===== src/hw/rtl/csob_pkg.sv =====
// Shared types, constants and helper functions of the cursor overlay blend.
// No dependencies.
package csob_pkg;

  localparam logic CMD_LOAD  = 1'b0;
  localparam logic CMD_PIXEL = 1'b1;

  localparam int NUM_W = 16;  // rel * 100 for rel < 512
  localparam int DVS_W = 9;
  localparam int REM_W = 10;

  localparam logic [8:0] SCALE_UNITY  = 9'd100;
  localparam logic [7:0] ALPHA_CLEAR  = 8'h00;
  localparam logic [7:0] ALPHA_OPAQUE = 8'hFF;

  typedef enum logic [2:0] {
    REG_BOX_LEFT,
    REG_BOX_TOP,
    REG_BOX_WIDTH,
    REG_BOX_HEIGHT,
    REG_SPRITE_START,
    REG_SCALE_PERCENT,
    REG_SPRITE_WIDTH,
    REG_SPRITE_HEIGHT
  } cfg_reg_e;

  typedef struct packed {
    logic        cmd;
    logic [11:0] sprite_index;
    logic [31:0] sprite_word;
    logic [11:0] pixel_col;
    logic [11:0] pixel_row;
    logic [31:0] background;
  } in_item_t;

  typedef struct packed {
    logic [31:0] out_pixel;
    logic        cursor_hit;
  } out_item_t;

  typedef struct packed {
    logic        cmd;
    logic [11:0] sprite_index;
    logic [31:0] sprite_word;
    logic [31:0] background;
    logic        hit;
  } side_t;

  typedef struct packed {
    logic [REM_W-1:0] rem;
    logic [NUM_W-1:0] quo;
  } dstep_t;

  typedef struct packed {
    logic wr;
    logic rd;
  } store_ctl_t;

  // one restoring division step
  function automatic dstep_t div_step(dstep_t s, logic [DVS_W-1:0] d);
    dstep_t           r;
    logic [REM_W-1:0] sh;
    sh    = {s.rem[REM_W-2:0], s.quo[NUM_W-1]};
    r.quo = {s.quo[NUM_W-2:0], 1'b0};
    if (sh >= {1'b0, d}) begin
      r.rem    = sh - {1'b0, d};
      r.quo[0] = 1'b1;
    end else begin
      r.rem = sh;
    end
    return r;
  endfunction

  // floor(x / 255) for x <= 255 * 255
  function automatic logic [7:0] div255(logic [15:0] x);
    logic [16:0] t;
    t = {1'b0, x} + 17'd1 + {9'd0, x[15:8]};
    return t[15:8];
  endfunction

endpackage


===== src/hw/rtl/csob_div.sv =====
// Pipelined restoring divider, two lanes sharing one divisor, one bit per stage.
// Depends on csob_pkg.
module csob_div (
  input  logic                       clk_i,
  input  logic                       rst_ni,
  input  logic                       in_valid_i,
  output logic                       in_ready_o,
  input  csob_pkg::side_t            side_i,
  input  logic [csob_pkg::NUM_W-1:0] num_x_i,
  input  logic [csob_pkg::NUM_W-1:0] num_y_i,
  input  logic [csob_pkg::DVS_W-1:0] divisor_i,
  output logic                       out_valid_o,
  input  logic                       out_ready_i,
  output csob_pkg::side_t            side_o,
  output logic [csob_pkg::NUM_W-1:0] quo_x_o,
  output logic [csob_pkg::NUM_W-1:0] quo_y_o
);
  import csob_pkg::*;

  logic [NUM_W-1:0] v_q;
  logic [NUM_W-1:0] vin;
  logic [NUM_W:0]   rdy;
  side_t            side_q [NUM_W];
  side_t            side_d [NUM_W];
  dstep_t           x_q    [NUM_W];
  dstep_t           y_q    [NUM_W];
  dstep_t           x_d    [NUM_W];
  dstep_t           y_d    [NUM_W];

  always_comb begin
    rdy[NUM_W] = out_ready_i;
    for (int k = NUM_W - 1; k >= 0; k--) begin
      rdy[k] = !v_q[k] || rdy[k+1];
    end
    vin[0]    = in_valid_i;
    side_d[0] = side_i;
    x_d[0]    = div_step('{rem: '0, quo: num_x_i}, divisor_i);
    y_d[0]    = div_step('{rem: '0, quo: num_y_i}, divisor_i);
    for (int k = 1; k < NUM_W; k++) begin
      vin[k]    = v_q[k-1];
      side_d[k] = side_q[k-1];
      x_d[k]    = div_step(x_q[k-1], divisor_i);
      y_d[k]    = div_step(y_q[k-1], divisor_i);
    end
  end

  always_ff @(posedge clk_i or negedge rst_ni) begin
    if (!rst_ni) begin
      v_q <= '0;
    end else begin
      for (int k = 0; k < NUM_W; k++) begin
        if (rdy[k]) v_q[k] <= vin[k];
      end
    end
  end

  always_ff @(posedge clk_i) begin
    for (int k = 0; k < NUM_W; k++) begin
      if (rdy[k]) begin
        side_q[k] <= side_d[k];
        x_q[k]    <= x_d[k];
        y_q[k]    <= y_d[k];
      end
    end
  end

  assign in_ready_o  = rdy[0];
  assign out_valid_o = v_q[NUM_W-1];
  assign side_o      = side_q[NUM_W-1];
  assign quo_x_o     = x_q[NUM_W-1].quo;
  assign quo_y_o     = y_q[NUM_W-1].quo;

endmodule


===== config.mk =====
export PLATFORM = sky130hd
export DESIGN_NAME = csob_div
export DESIGN_NICKNAME = d
export VERILOG_FILES = /design/src/hw/rtl/csob_pkg.sv /design/src/hw/rtl/csob_div.sv
export SDC_FILE = /design/constraint.sdc
export NUM_CORES = 2
export LEC_CHECK = 0
export ABC_AREA = 1
export BUFFER_PORTS_ARGS = -buffer_cell sky130_fd_sc_hd__buf_2
export CORE_MARGIN = 1.5
export CORE_UTILIZATION = 40
export DETAILED_ROUTE_END_ITERATION = 10
export PLACE_DENSITY = 0.56
export SETUP_SLACK_MARGIN = 0.15
export SYNTH_ARGS = -nofsm -noshare
export SYNTH_HDL_FRONTEND = slang
export SYNTH_SLANG_ARGS = --single-unit

===== constraint.sdc =====
create_clock -name clk_i -period 19.6 [get_ports clk_i]
set_input_delay 0.98 -clock clk_i [delete_from_list [all_inputs] [get_ports clk_i]]
set_output_delay 0.98 -clock clk_i [all_outputs]
set_load 0.01 [all_outputs]

Word level (Yosys, flattened, before mapping) --
Memories as Yosys holds them, arrays and structs flattened. Cells that the tools add are included.
Word-level totals: output and inout port bits 112, memories 3, RAM bits 2080, input port bits 123, register bits 16, word-level logic and storage cells 211
Memory list:
- side_q | words 16, width 78, read ports 16, clocked after Yosys merged registers in 0, write ports 16, RTL line csob_div.sv:23 | side_t side_q [NUM_W];
- x_q | words 16, width 26, read ports 16, clocked after Yosys merged registers in 0, write ports 16, RTL line csob_div.sv:25 | dstep_t x_q [NUM_W];
- y_q | words 16, width 26, read ports 16, clocked after Yosys merged registers in 0, write ports 16, RTL line csob_div.sv:26 | dstep_t y_q [NUM_W];
Cells by class: add/subtract/negate cells 32, magnitude comparators 32, reduce and logical (&&, ||, !) cells 32, multiplexer cells 96
Operator list (count):
- two-way mux 10 bit | 32
- >= comparator 10 x 9 -> 1 bit | 30
- subtractor 10 x 9 -> 10 bit | 30
- two-way mux 1 bit | 64
- subtractor 1 x 9 -> 10 bit | 2
- >= comparator 1 x 9 -> 1 bit | 2
- logical NOT 1 bit | 16
- logical OR 1 bit | 16

Depth between registers and ports, before layout --
depth after elaboration 19, mapped depth 11, gate-level depth less buffers 10

Worst setup path before layout --
OpenSTA, ideal clock, no wires.
path type input to register, from in out_ready_i, to mem side_q[0][0] in the netlist's numbering, enable pin, arrival time 9.032 ns, setup time 1.184 ns, data required time 18.416 ns, stages on the path 8, path slack 9.384 ns, path buffers 0, path through inv_1 > nand4_4 > nor3_4 > nand4_4 > nor2_4 > nand4_4 > nor2_4 > nand4_2
RTL lines:
- start: declaration | RTL line csob_div.sv:13 | input logic out_ready_i,
- end: declaration | RTL line csob_div.sv:23

Worst setup path after layout --
from reg v_q[15], to out in_ready_o
Between the ends: cells in the longest elaborated chain, start to end 17
Ends and longest elaborated chain:
- start: declaration | RTL line csob_div.sv:20 | logic [NUM_W-1:0] v_q;
- start signal: indexed assignment | RTL line csob_div.sv:52 | if (rdy[k]) v_q[k] <= vin[k];
- logical NOT 1 bit | RTL line csob_div.sv:33 | rdy[k] = !v_q[k] || rdy[k+1];
- logical OR 1 bit (3 in series) | RTL line csob_div.sv:33
- via rdy[13] | RTL line csob_div.sv:22 | logic [NUM_W:0] rdy;
- logical OR 1 bit (5 in series) | RTL line csob_div.sv:33
- via rdy[8] | RTL line csob_div.sv:22
- logical OR 1 bit (4 in series) | RTL line csob_div.sv:33
- via rdy[4] | RTL line csob_div.sv:22
- logical OR 1 bit (4 in series) | RTL line csob_div.sv:33
- end: declaration | RTL line csob_div.sv:7 | output logic in_ready_o,
The timed path passes the listed nets, and every way through them passes these cells.

==> metrics.txt <==
Total Die Area=~190000 um^2; clk_skew=0.0629 ns; register area share after synthesis=0.820; total clock sinks=2046; CP Max Fanout=46; Synth Warn #=0; fin nets=5015; unrepaired setup endpoints after global routing=no; Leak=31.3 nW; detailed-route via count=34200; worst path required time=18.62 ns; Mean Syn Cell Area=17.9 um^2; CTS tree=done; Setup crit end kind=output pin; global-route wire length before repair=between 200000 and 250000 um; Final Hold Fails=0; Detailed Route WL=130000 um; initial antenna violation count=11; Placer Congestion=0.871; Worst Max-Slew Pin Slew=between 1 and 1.5 ns; clock group share of total power=0.280; Setup Total Neg Slack=0 ns; clock-pin slew on the worst setup and hold paths=0.06 ns; Non-Filler Instances=about 7200; Max stage delay on crit path=0.77 ns; Slew Limit Headroom=0.230; total power density per cell area=between 150 and 200 nW/um^2; CTS Hold Bufs=0; Rows=158; CP most frequent cell=nand4_4; Multi-input gate area=12500 um^2; Period minus WS final=roughly 6 ns; XOR/XNOR share of the synthesized area=0.0234; largest net degree at the start of global routing=102; Total GRT Usage=0.138; chip width=roughly 440 um; initial DRC count=2100; vias in the first global route=35200; Synth Register Bits=2046; Flop pwr share=0.533; wire per inst=18.0 um; final setup fails=0; internal power component=0.00971 W; crit path DAT=around 5.0 ns; simple-gate share of the synthesized area=0.0445; period utilization=0.305; synthesis-to-finish area growth=14.4%; Num CTS Buffers=slightly above 200; Place WS=13.29 ns; cell family with most CP delay=simple AND/OR/NAND/NOR gates; Cell Chain, Critical Path=nand4_4 -> nor3_4 -> nand4_4 -> nor2_4 -> nand4_4 -> nor2_4 -> nand4_4 -> buf_2; Max Cap Viol=0; vias per inst=4.72; Post-DRT Antenna Nets=0; Synth Instances=roughly 4200; core area=~190000 um^2; share of cells above drive strength 1=0.131; Sw Share=0.274; maximum VDD drop=roughly 0.085 mV; number of I/O port buffers=234; mux contribution to synthesized area=0.000903; Bufs and invs on worst path=1; Die Span Y=435 um; worst hold margin=~0.074 ns; Worst-Skew Late Latency=0.85 ns; status=completed; crit path kind=flop to output pin; fillers=15700; register area=roughly 61000 um^2; root buf cell=clkbuf_16; compound-gate portion of the synthesized area=0.0444; global route overflow=0; DRC=0; power share of the combinational group=0.188; Initial Util=0.403; CP Launch Type=flop; I/O Pins=235; largest family of logic cells by synthesized area=adder cells; Post-CTS Repair Setup Buffers=0; Resized Gates After CTS=0; Max Clock Freq=167 MHz; Netlist cell types=35; Mapped Nets=roughly 4600; Adder-Cell Fraction of Synth Area=0.0533; slack of the critical path=13.62 ns; Netlist Area Pre-Place=between 70000 and 80000 um^2; slowest CP cell=nand4_4; Clock Path Buffers=3; Detailed Routing Iterations Pass 1=5; post-placement cell count=6863; post-detail-place hpwl=~81000 um; Psw=0.00366 W; CTS H-tree lvls=4; fin. max-slew vios=0; HP Class=primary input to async pin
## kinds of logic (layout without fill, tap and decap cells)
group	after synthesis	in the layout
flip-flops	2046	2046
AND/OR/NAND/NOR	806	806
AO/OA/AOI/OAI	619	619
adder cells (fa/ha/maj)	302	302
XOR/XNOR	200	200
buffers and inverters	197	786
multiplexers	6	6
other	0	1
## flip-flops by register name, summed over array words and instances (netlist names)
name	flops
v_q	16
y_q	391
x_q	391
side_q	1248
## path summary, 6_finish.rpt
check | slack, ns | cells past startpoint | to | start
hold / removal | 0.07 | 1 | v_q[13] | rst_ni
hold reg to reg | 0.40 | 0 | side_q[1][242] | side_q[1][164]
setup / recovery | 13.62 | 8 | in_ready_o | v_q[15]
setup reg to reg | 14.17 | 9 | y_q[0][35] | v_q[15]
min in group clk_i | 0.31 | 1 | side_q[0][28] | side_i[28]
max in group asynchronous | 19.16 | 1 | v_q[10] | rst_ni
## power groups by stage
stage | logic [W] | clock network, W | registers [W]
floorplan | 0.00199 | 0 | 0.00708
global placement | 0.00247 | 0 | 0.00719
detailed placement | 0.00252 | 0 | 0.00723
CTS | 0.00254 | 0.00387 | 0.00714
global route | 0.00287 | 0.00404 | 0.00725
finish | 0.00251 | 0.00374 | 0.00712
## cell usage in the layout, fill, tap and decap left out, types with 16 or more instances in the layout
cell       Yosys  final
o211ai_1      47     47
clkbuf_1       0     35
buf_2          0    234
o21ai_1       23     23
a211oi_1      28     28
clkbuf_16      0    207
nand2_2       28     28
nand2_1      352    348
nor3_1        58     58
nand3_1       34     32
nor2_1       320    320
dfrtp_1       16     16
inv_1        136    131
clkinv_2       0     49
o21ai_0       97     97
xor2_1        71     71
buf_4         56     32
clkinv_1       0     49
a21oi_1      412    412
fa_1          28     28
xnor2_1      129    129
edfxtp_1    2030   2030
ha_1         274    274
## synth_stat cells, drive strengths merged
cell type | count | area share
nand2 | 380 | 0.020
a211oi | 28 | 0.0028
nor3 | 59 | 0.0041
nand4 | 4 | 0.0010
o21ai | 122 | 0.0083
mux2 | 6 | 0.00090
fa | 28 | 0.0075
inv | 137 | 0.0069
a21oi | 412 | 0.028
or2 | 3 | 0.00025
a21boi | 2 | 0.00020
buf | 60 | 0.0062
xnor2 | 129 | 0.015
o211ai | 47 | 0.0047
dfrtp | 16 | 0.0054
a31oi | 1 | 0.000084
o21bai | 2 | 0.00020
ha | 274 | 0.046
xor2 | 71 | 0.0083
nor4 | 2 | 0.00025
a41oi | 5 | 0.00059
edfxtp | 2030 | 0.81
nor2 | 322 | 0.016
nand3 | 35 | 0.0024
nor3b | 1 | 0.00010
## cell type report
class,count,share of cell area
antenna,1,0.0000293
clock buffer,247,0.0629
clock inverter,135,0.0139
inverter,137,0.00630
multi-input combinational,1933,0.146
sequential,2046,0.717
tap,2480,0.0363
timing repair buffer,267,0.0167
## metal layers
metal  routed length, um  GRT usage  up-vias
met5                  22          0        -
met4                3980     0.0545        6
met3                4890     0.0261      238
met2               66700      0.245      607
met1               54800      0.165    16700
li1                    -          -    16700
## stage by stage
step                       util  instance area, um^2  total power [W]
after detailed placement  0.425                79000          0.00975
after CTS                 0.461                85500           0.0136
final                     0.461                85500           0.0134
after global routing      0.461                85500           0.0142
after floorplan               -                74800          0.00907
after global placement    0.425                79000          0.00966
## worst register-to-register path, cell delays in order, from the launching register on
cell and delay, ns:
dfrtp_1 0.49, nand4_4 0.58, nor3_4 0.53, nand4_4 0.15
nor2_4 0.27, nand4_4 0.78, nor2_4 0.59, nand3_4 0.60
buf_4 0.52, buf_4 0.43
(Power assumes the default switching activity.)
